**src/design/jsu_pkg.sv**
```systemverilog
// Shared types, character codes and UTF-8 helpers for the JSON string unescaper.
// No dependencies; compiled first.
package jsu_pkg;

   typedef enum logic [3:0] {
      M_WAIT     = 4'd0,
      M_BODY     = 4'd1,
      M_ESC      = 4'd2,
      M_HEX      = 4'd3,
      M_HELD     = 4'd4,
      M_HELD_ESC = 4'd5,
      M_HELD_HEX = 4'd6
   } mode_type;

   typedef enum logic [1:0] {
      KIND_DATA  = 2'd0,
      KIND_QUOTE = 2'd1,
      KIND_ERROR = 2'd2
   } kind_type;

   // Most results one item can raise (held surrogate plus a following BMP code)
   localparam int unsigned BURST_DEPTH = 6;

   localparam logic [7:0]  CHAR_QUOTE  = 8'h22;
   localparam logic [7:0]  CHAR_BSLASH = 8'h5C;
   localparam logic [7:0]  CHAR_U      = 8'h75;

   localparam logic [15:0] SURR_HIGH_LO = 16'hD800;
   localparam logic [15:0] SURR_HIGH_HI = 16'hDBFF;
   localparam logic [15:0] SURR_LOW_LO  = 16'hDC00;
   localparam logic [15:0] SURR_LOW_HI  = 16'hDFFF;
   localparam logic [20:0] SUPP_BASE    = 21'h10000;

   typedef struct packed {
      kind_type   kind;
      logic [7:0] value;
   } entry_type;

   typedef struct packed {
      logic [2:0]      len;
      logic [3:0][7:0] bytes;   // bytes[0] goes out first
   } utf8_type;

   typedef struct packed {
      logic       ok;
      logic [3:0] value;
   } hex_type;

   typedef struct packed {
      logic       ok;
      logic [7:0] value;
   } esc_type;

   function automatic utf8_type utf8_enc(input logic [20:0] cp);
      utf8_type r;
      r = '0;
      if (cp <= 21'h7F) begin
         r.len      = 3'd1;
         r.bytes[0] = cp[7:0];
      end else if (cp <= 21'h7FF) begin
         r.len      = 3'd2;
         r.bytes[0] = {3'b110, cp[10:6]};
         r.bytes[1] = {2'b10, cp[5:0]};
      end else if (cp <= 21'hFFFF) begin
         r.len      = 3'd3;
         r.bytes[0] = {4'b1110, cp[15:12]};
         r.bytes[1] = {2'b10, cp[11:6]};
         r.bytes[2] = {2'b10, cp[5:0]};
      end else begin
         r.len      = 3'd4;
         r.bytes[0] = {5'b11110, cp[20:18]};
         r.bytes[1] = {2'b10, cp[17:12]};
         r.bytes[2] = {2'b10, cp[11:6]};
         r.bytes[3] = {2'b10, cp[5:0]};
      end
      return r;
   endfunction

   function automatic hex_type hex_digit(input logic [7:0] c);
      hex_type r;
      r = '0;
      if (c >= 8'h30 && c <= 8'h39) begin
         r.ok    = 1'b1;
         r.value = c[3:0];
      end else if ((c >= 8'h61 && c <= 8'h66) || (c >= 8'h41 && c <= 8'h46)) begin
         r.ok    = 1'b1;
         r.value = c[3:0] + 4'd9;
      end
      return r;
   endfunction

   function automatic esc_type simple_esc(input logic [7:0] c);
      esc_type r;
      r.ok = 1'b1;
      case (c)
         8'h22:   r.value = 8'h22;  // "
         8'h5C:   r.value = 8'h5C;  // backslash
         8'h2F:   r.value = 8'h2F;  // /
         8'h62:   r.value = 8'h08;  // b
         8'h66:   r.value = 8'h0C;  // f
         8'h6E:   r.value = 8'h0A;  // n
         8'h72:   r.value = 8'h0D;  // r
         8'h74:   r.value = 8'h09;  // t
         default: begin
            r.ok    = 1'b0;
            r.value = 8'h00;
         end
      endcase
      return r;
   endfunction

endpackage

```
**src/design/jsu_if.sv**
```systemverilog
// Valid/ready channel interfaces for the unescaper: raw bytes in, results out.
// No dependencies.
interface jsu_req_if;
   logic       valid;
   logic       ready;
   logic [7:0] in_byte;
   logic       in_final;

   modport source (output valid, output in_byte, output in_final, input ready);
   modport sink   (input valid, input in_byte, input in_final, output ready);
endinterface

interface jsu_rsp_if;
   logic       valid;
   logic       ready;
   logic [1:0] kind;
   logic [7:0] value;
   logic       run_end;

   modport source (output valid, output kind, output value, output run_end, input ready);
   modport sink   (input valid, input kind, input value, input run_end, output ready);
endinterface

```
**src/design/json_string_unescape_utf8_top.sv**
```systemverilog
// JSON string unescaper with UTF-8 output of \u escapes and surrogate pairing.
// An item's first result is on rsp in the cycle after it is accepted. Throughput:
// one item per cycle while each raises at most one result and rsp is ready; an
// item raising n results (up to 6) holds the result buffer until all leave, and
// the next is taken in the cycle its last result leaves. Synchronous active-high
// reset clears parser state and the result buffer. Depends on jsu_pkg, jsu_if.
module json_string_unescape_utf8_top (
   input logic       clock,
   input logic       reset,
   jsu_req_if.sink   req_chan,
   jsu_rsp_if.source rsp_chan
);
   import jsu_pkg::*;

   mode_type    mode_ff, mode_in;
   logic [15:0] accum_ff, accum_in;
   logic [1:0]  count_ff, count_in;
   logic [15:0] held_ff, held_in;

   entry_type [BURST_DEPTH-1:0] burst_ff, burst_in, new_burst;
   logic [2:0] burst_cnt_ff, burst_cnt_in, new_len;

   logic accept, pop;

   logic [7:0]      c;
   hex_type         hex_r;
   esc_type         esc_r;
   logic [15:0]     hex_acc;
   logic [20:0]     pair_cp;
   utf8_type        held_enc, cp_enc;
   logic            err, emit_held, do_body, do_finish, b_is_cp;
   logic [15:0]     fin_cp;
   logic [20:0]     b_cp;
   kind_type        b_kind;
   logic [2:0]      b_len;
   logic [3:0][7:0] b_bytes;

   assign c        = req_chan.in_byte;
   assign hex_r    = hex_digit(c);
   assign esc_r    = simple_esc(c);
   assign hex_acc  = {accum_ff[11:0], hex_r.value};
   assign pair_cp  = SUPP_BASE + {1'b0, held_ff[9:0], hex_acc[9:0]};
   assign held_enc = utf8_enc({5'd0, held_ff});
   assign cp_enc   = utf8_enc(b_cp);

   // handshakes: the buffer reloads when empty or when its last result leaves
   assign pop            = rsp_chan.valid && rsp_chan.ready;
   assign req_chan.ready = (burst_cnt_ff == 3'd0) || (burst_cnt_ff == 3'd1 && rsp_chan.ready);
   assign accept         = req_chan.valid && req_chan.ready;

   // parser step
   always_comb begin
      mode_in   = mode_ff;
      accum_in  = accum_ff;
      count_in  = count_ff;
      held_in   = held_ff;
      err       = 1'b0;
      emit_held = 1'b0;
      do_body   = 1'b0;
      do_finish = 1'b0;
      fin_cp    = hex_acc;
      b_is_cp   = 1'b0;
      b_cp      = '0;
      b_kind    = KIND_DATA;
      b_len     = 3'd0;
      b_bytes   = '0;

      unique case (mode_ff)
         M_BODY: begin
            do_body = 1'b1;
         end
         M_ESC: begin
            if (c == CHAR_U) begin
               mode_in  = M_HEX;
               accum_in = '0;
               count_in = '0;
            end else if (!esc_r.ok) begin
               err = 1'b1;
            end else begin
               b_len      = 3'd1;
               b_bytes[0] = esc_r.value;
               mode_in    = M_BODY;
            end
         end
         M_HEX, M_HELD_HEX: begin
            if (!hex_r.ok) begin
               err = 1'b1;
            end else if (count_ff != 2'd3) begin
               accum_in = hex_acc;
               count_in = count_ff + 2'd1;
            end else begin
               count_in = '0;
               if (mode_ff == M_HEX) begin
                  do_finish = 1'b1;
               end else if (hex_acc >= SURR_LOW_LO && hex_acc <= SURR_LOW_HI) begin
                  b_is_cp  = 1'b1;
                  b_cp     = pair_cp;
                  held_in  = '0;
                  accum_in = '0;
                  mode_in  = M_BODY;
               end else begin
                  emit_held = 1'b1;
                  held_in   = '0;
                  do_finish = 1'b1;
               end
            end
         end
         M_HELD: begin
            if (c == CHAR_BSLASH) begin
               mode_in = M_HELD_ESC;
            end else begin
               emit_held = 1'b1;
               held_in   = '0;
               do_body   = 1'b1;
            end
         end
         M_HELD_ESC: begin
            if (c == CHAR_U) begin
               mode_in  = M_HELD_HEX;
               accum_in = '0;
               count_in = '0;
            end else if (!esc_r.ok) begin
               err = 1'b1;
            end else begin
               emit_held  = 1'b1;
               held_in    = '0;
               b_len      = 3'd1;
               b_bytes[0] = esc_r.value;
               mode_in    = M_BODY;
            end
         end
         default: begin
            if (c == CHAR_QUOTE) begin
               mode_in  = M_BODY;
               accum_in = '0;
               count_in = '0;
               held_in  = '0;
            end else begin
               err = 1'b1;
            end
         end
      endcase

      if (do_body) begin
         if (c == CHAR_QUOTE) begin
            b_kind   = KIND_QUOTE;
            b_len    = 3'd1;
            mode_in  = M_WAIT;
            accum_in = '0;
            count_in = '0;
            held_in  = '0;
         end else if (c == CHAR_BSLASH) begin
            mode_in = M_ESC;
         end else begin
            b_len      = 3'd1;
            b_bytes[0] = c;
            mode_in    = M_BODY;
         end
      end

      if (do_finish) begin
         accum_in = '0;
         if (fin_cp >= SURR_HIGH_LO && fin_cp <= SURR_HIGH_HI) begin
            held_in = fin_cp;
            mode_in = M_HELD;
         end else begin
            b_is_cp = 1'b1;
            b_cp    = {5'd0, fin_cp};
            mode_in = M_BODY;
         end
      end

      if (b_is_cp) begin
         b_len   = cp_enc.len;
         b_bytes = cp_enc.bytes;
      end

      if (req_chan.in_final && mode_in != M_WAIT) begin
         err = 1'b1;
      end

      if (err) begin
         mode_in  = M_WAIT;
         accum_in = '0;
         count_in = '0;
         held_in  = '0;
      end
   end

   // pack the results of this item into burst order
   always_comb begin
      for (int i = 0; i < BURST_DEPTH; i++) begin
         new_burst[i] = '{kind: KIND_DATA, value: 8'h00};
      end
      if (err) begin
         new_burst[0] = '{kind: KIND_ERROR, value: 8'h00};
         new_len      = 3'd1;
      end else if (emit_held) begin
         // after a held surrogate at most a BMP code, a quote or one byte follows
         for (int i = 0; i < 3; i++) begin
            new_burst[i] = '{kind: KIND_DATA, value: held_enc.bytes[i]};
         end
         for (int i = 0; i < 3; i++) begin
            new_burst[3+i] = '{kind: b_kind, value: b_bytes[i]};
         end
         new_len = 3'd3 + b_len;
      end else begin
         for (int i = 0; i < 4; i++) begin
            new_burst[i] = '{kind: b_kind, value: b_bytes[i]};
         end
         new_len = b_len;
      end
   end

   // result buffer: reload on accept, else shift one out per taken result
   always_comb begin
      burst_in     = burst_ff;
      burst_cnt_in = burst_cnt_ff;
      if (accept) begin
         burst_in     = new_burst;
         burst_cnt_in = new_len;
      end else if (pop) begin
         for (int i = 0; i < BURST_DEPTH - 1; i++) begin
            burst_in[i] = burst_ff[i+1];
         end
         burst_cnt_in = burst_cnt_ff - 3'd1;
      end
   end

   always_ff @(posedge clock) begin
      if (reset) begin
         mode_ff      <= M_WAIT;
         accum_ff     <= '0;
         count_ff     <= '0;
         held_ff      <= '0;
         burst_cnt_ff <= '0;
      end else begin
         burst_cnt_ff <= burst_cnt_in;
         if (accept) begin
            mode_ff  <= mode_in;
            accum_ff <= accum_in;
            count_ff <= count_in;
            held_ff  <= held_in;
         end
      end
   end

   always_ff @(posedge clock) begin
      burst_ff <= burst_in;
   end

   assign rsp_chan.valid   = (burst_cnt_ff != 3'd0);
   assign rsp_chan.kind    = burst_ff[0].kind;
   assign rsp_chan.value   = burst_ff[0].value;
   assign rsp_chan.run_end = (burst_cnt_ff == 3'd1);

`ifndef SYNTH
   // an error is always the only result of its item
   a_error_alone: assert property (@(posedge clock) disable iff (reset)
      (rsp_chan.valid && rsp_chan.kind == KIND_ERROR) |-> rsp_chan.run_end)
      else $error("error result not last of its item");

   // a final byte always leaves the parser waiting for a new literal
   a_final_closes: assert property (@(posedge clock) disable iff (reset)
      (accept && req_chan.in_final) |=> (mode_ff == M_WAIT))
      else $error("parser open after final byte");

   // a held surrogate exists only in the held modes
   a_held_mode: assert property (@(posedge clock) disable iff (reset)
      (held_ff != 16'h0000) |->
         (mode_ff == M_HELD || mode_ff == M_HELD_ESC || mode_ff == M_HELD_HEX))
      else $error("held surrogate outside held modes");
`endif

endmodule
```
**src/flat_wrapper.sv**
```systemverilog
// flat-port wrapper written by rule: the top's interface ports become plain ports
module json_string_unescape_utf8_top_flat import jsu_pkg::*;
  (clock, reset, req_chan_valid, req_chan_in_byte, req_chan_in_final, req_chan_ready, rsp_chan_valid, rsp_chan_kind, rsp_chan_value, rsp_chan_run_end, rsp_chan_ready);
  jsu_req_if req_chan_i ();
  jsu_rsp_if rsp_chan_i ();
  input logic clock;
  input logic reset;
  input wire logic [$bits(req_chan_i.valid)-1:0] req_chan_valid;
  input wire logic [$bits(req_chan_i.in_byte)-1:0] req_chan_in_byte;
  input wire logic [$bits(req_chan_i.in_final)-1:0] req_chan_in_final;
  output wire logic [$bits(req_chan_i.ready)-1:0] req_chan_ready;
  output wire logic [$bits(rsp_chan_i.valid)-1:0] rsp_chan_valid;
  output wire logic [$bits(rsp_chan_i.kind)-1:0] rsp_chan_kind;
  output wire logic [$bits(rsp_chan_i.value)-1:0] rsp_chan_value;
  output wire logic [$bits(rsp_chan_i.run_end)-1:0] rsp_chan_run_end;
  input wire logic [$bits(rsp_chan_i.ready)-1:0] rsp_chan_ready;
  assign req_chan_i.valid = req_chan_valid;
  assign req_chan_i.in_byte = req_chan_in_byte;
  assign req_chan_i.in_final = req_chan_in_final;
  assign req_chan_ready = req_chan_i.ready;
  assign rsp_chan_valid = rsp_chan_i.valid;
  assign rsp_chan_kind = rsp_chan_i.kind;
  assign rsp_chan_value = rsp_chan_i.value;
  assign rsp_chan_run_end = rsp_chan_i.run_end;
  assign rsp_chan_i.ready = rsp_chan_ready;
  json_string_unescape_utf8_top u_core (.clock(clock), .reset(reset), .req_chan(req_chan_i), .rsp_chan(rsp_chan_i));
endmodule
```
**config.mk**
```make
export PLATFORM = sky130hd
export DESIGN_NAME = json_string_unescape_utf8_top_flat
export DESIGN_NICKNAME = d
export VERILOG_FILES = /design/src/design/jsu_pkg.sv /design/src/design/jsu_if.sv /design/src/design/json_string_unescape_utf8_top.sv /design/src/flat_wrapper.sv
export SDC_FILE = /design/constraint.sdc
export NUM_CORES = 1
export LEC_CHECK = 0
export ABC_CLOCK_PERIOD_IN_PS = 3850
export BUFFER_PORTS_ARGS = -buffer_cell sky130_fd_sc_hd__buf_2
export CAP_MARGIN = 15
export CORE_ASPECT_RATIO = 2
export CORE_MARGIN = 10
export CORE_UTILIZATION = 30
export DETAILED_ROUTE_END_ITERATION = 10
export PLACE_DENSITY = 0.53
export SKIP_LAST_GASP = 1
export SYNTH_ARGS = -nofsm -noshare
export SYNTH_HDL_FRONTEND = slang
export SYNTH_SLANG_ARGS = --single-unit
```
**constraint.sdc**
```tcl
create_clock -name clock -period 3.85 [get_ports clock]
set_clock_uncertainty 0.1 [all_clocks]
set_input_delay 0.1925 -clock clock [delete_from_list [all_inputs] [get_ports clock]]
set_output_delay 0.1925 -clock clock [all_outputs]
set_load 0.02 [all_outputs]
```
==> flow_metrics.env <==
export IMPL_drive_gt1_share_pct=15.68
export IMPL_synth_top_family_by_area="compound AO/OA/AOI/OAI gates"
export IMPL_setup_viol=0
export IMPL_status="finished, final reports clean"
export IMPL_swShare_pct=31.49
export IMPL_yosys_warnings=0
export IMPL_max_slew_worst_pin_slew_ns=1.179
export IMPL_grt_pass1_wl_um=43460
export IMPL_period_share_pct=92.09
export IMPL_place_gp_congestion=1.008
export IMPL_ys_seq_elements=90
export IMPL_stdcell_area_um2=7550
export IMPL_initial_core_util_pct=30.35
export IMPL_core_um2=21490
export IMPL_synth_cell_type_count=80
export IMPL_rsz0062_at_grt="no"
export IMPL_fmax_mhz=282.0
export IMPL_cts_hold_buf=0
export IMPL_viasPerCell=6.168
export IMPL_rows=76
export IMPL_critPathArrivalTime_ns=3.65
export IMPL_internal_power_mw=2.001
export IMPL_endpoint_kind="flop"
export IMPL_io_pins=26
export IMPL_clockBufferDepth=2
export IMPL_drt_iter0_markers=625
export IMPL_syn_mean_instance_area_um2=8.013
export IMPL_cts_sinks=90
export IMPL_seqPwrFrac_pct=46.2
export IMPL_ant_nets=0
export IMPL_clockRootBuffer="clkbuf_16"
export IMPL_ys_top_cells_by_area="edfxtp_1, dfxtp_1, nand2_1"
export IMPL_cp_start_kind="flop"
export IMPL_async_flop_share_pct=0
export IMPL_synth_top_area_share_pct=24.40
export IMPL_powerDensity_nw_per_um2=387.0
export IMPL_synthXorXnorAreaFrac_pct=0.8057
export IMPL_tns_ns=0
export IMPL_syn_inst=814
export IMPL_fin_crit_ns=3.546
export IMPL_antenna_found_initial=0
export IMPL_routed_wirelength_um=29520
export IMPL_vias=6994
export IMPL_die_width_um=124.3
export IMPL_die_y_um=228.5
export IMPL_first_global_vias=6938
export IMPL_cts_setup_buffers=0
export IMPL_hp_class="in2reg"
export IMPL_clk_latency_ns=0.37
export IMPL_syn_nets=839
export IMPL_drc=0
export IMPL_synthSimpleGateAreaFrac_pct=24.80
export IMPL_cts_tree="built"
export IMPL_grt_max_degree=39
export IMPL_antenna_cells=0
export IMPL_ir_worst_vdd_mv=0.3771
export IMPL_grt_usage_pct=19.92
export IMPL_worstSetupPathType="reg2reg"
export IMPL_synth_main_ff_cell="edfxtp_1"
export IMPL_drv_slew=0
export IMPL_dr_pass1_iters=5
export IMPL_cts_resized=0
export IMPL_nFillCells=2342
export IMPL_muxShareOfSynthArea_pct=0.9783
export IMPL_slew_limit_headroom_pct=20.82
export IMPL_gr_total_overflow=0
export IMPL_clkSlewWorstSetupHoldPaths_ns=0.07
export IMPL_p_leak_nw=2.547
export IMPL_cp_max_fo=15
export IMPL_yosysTopAreaCell="edfxtp_1"
export IMPL_synth_edf_count=53
export IMPL_cts_buffers=9
export IMPL_maxCapViolCount=0
export IMPL_htreeDepth=3
export IMPL_power_frac_comb_pct=22.1
export IMPL_synth_area_um2=6523
export IMPL_power_switching_uw=920.1
export IMPL_clock_power_share_pct=31.7
export IMPL_die_area_um2=28400
export IMPL_nets=881
export IMPL_dp_hpwl_um=22910
export IMPL_synth_compound_area_share_pct=28.33
export IMPL_ys_seq_area_share_pct=35.76
export IMPL_synthAdderAreaFrac_pct=2.455
export IMPL_hold_viol=0
export IMPL_syn2layout_area_growth_pct=15.75
export IMPL_dpl_cell_area_um2=7238
export IMPL_wl_per_cell_um=26.03
export IMPL_io_buffers=25
export IMPL_cp_data_required_time_ns=3.96
## logic make-up after synthesis
logic type	after synthesis
flip-flops	90
adder cells (fa/ha/maj)	13
XOR/XNOR	6
multiplexers	6
AO/OA/AOI/OAI	268
buffers and inverters	106
AND/OR/NAND/NOR	325
## worst paths after layout
path                                   startpoint  slack, ns  cells past startpoint                                to
setup / recovery   u_core.mode_ff[0]$_SDFFE_PP0P_       0.30                      9  u_core.accum_ff[11]$_SDFFE_PP0P_
hold / removal                  req_chan_in_final       0.15                      4    u_core.mode_ff[2]$_SDFFE_PP0P_
setup reg to reg   u_core.mode_ff[0]$_SDFFE_PP0P_       0.30                      9  u_core.accum_ff[11]$_SDFFE_PP0P_
hold reg to reg   u_core.held_ff[15]$_SDFFE_PP0P_       0.38                      2   u_core.held_ff[15]$_SDFFE_PP0P_
## cell usage after synthesis, types with 10 or more instances
master      n
nand2_1   105
nor2_1     60
edfxtp_1   53
a21oi_1    50
clkbuf_1   49
dfxtp_1    37
inv_1      35
nand3_1    31
o21ai_1    27
nor3_1     25
o22ai_1    24
o21ai_0    23
o221ai_1   21
a31oi_1    17
nand2b_1   14
o31ai_1    14
ha_1       12
nand4_1    12
o21a_1     12
and3_1     11
or3_1      11
buf_2      10
buf_4      10
## flip-flops by register name (all words and copies together), names as in the netlist
register / flops
u_core.held_ff: 16
u_core.burst_ff: 43
u_core.rsp_chan.kind: 2
u_core.count_ff: 2
u_core.rsp_chan.value: 8
u_core.burst_cnt_ff: 3
u_core.accum_ff: 12
u_core.mode_ff: 4
## worst max-delay path, stage by stage (launching register included)
cell,delay (ns)
dfxtp_1,0.67
buf_4,0.22
nor3_1,0.05
or3_1,0.48
a31oi_1,0.32
o41a_1,0.32
o31ai_4,0.16
buf_4,0.23
a31oi_1,0.60
o221ai_1,0.24
## cell type report
cell class / instances / area, um^2 / share of cell area [%]
Clock buffer: 9 / 225.2 / 2.983
Clock inverter: 7 / 76.32 / 1.011
Inverter: 35 / 131.4 / 1.740
Multi-Input combinational cell: 618 / 3745 / 49.60
Sequential cell: 90 / 2332 / 30.89
Tap cell: 273 / 341.6 / 4.524
Timing Repair Buffer: 102 / 698.2 / 9.248
## cells in the final DEF, fill, tap and decap left out, types with 17 or more instances in the layout
master	n
nor2_1	60
buf_2	26
o21ai_0	23
inv_1	35
nand2_1	104
a31oi_1	17
dfxtp_1	37
o22ai_1	24
a21oi_1	50
o221ai_1	21
nand3_1	31
nor3_1	25
buf_4	75
o21ai_1	27
edfxtp_1	53
## layer usage
layer  GRT usage [%]  wire length [um]  vias to the layer above
li1                -                 -                     3157
met4           18.65              3140                        0
met1           17.85              9465                     3361
met2           36.83             15550                      322
met5               0                 0                        -
met3           3.065              1359                      154
## power by group through the flow
stage                     registers [mW]  clock network (mW)  logic, mW
after global placement              1.37                   0      0.643
after floorplan                     1.35                   0      0.480
after CTS                           1.35               0.939      0.653
after detailed placement            1.37                   0      0.652
final                               1.35               0.926      0.646
after global routing                1.37               0.969      0.713
## stage by stage
| stage | setup slack [ns] | utilization (%) | std cells | hold WS (ns) | power, mW |
|---|---|---|---|---|---|
| floorplan | 0.6081 | - | 814 | 0.3020 | 1.834 |
| global placement | 0.2332 | 33.68 | 1116 | 0.3652 | 2.011 |
| detailed placement | 0.2154 | 33.68 | 1116 | 0.3643 | 2.025 |
| CTS | 0.3092 | 35.08 | 1132 | 0.1277 | 2.944 |
| global route | 0.1549 | 35.13 | 1134 | 0.1580 | 3.051 |
| finish | 0.3044 | 35.13 | 1134 | 0.1544 | 2.922 |
Power figures use the tool's default switching activity.
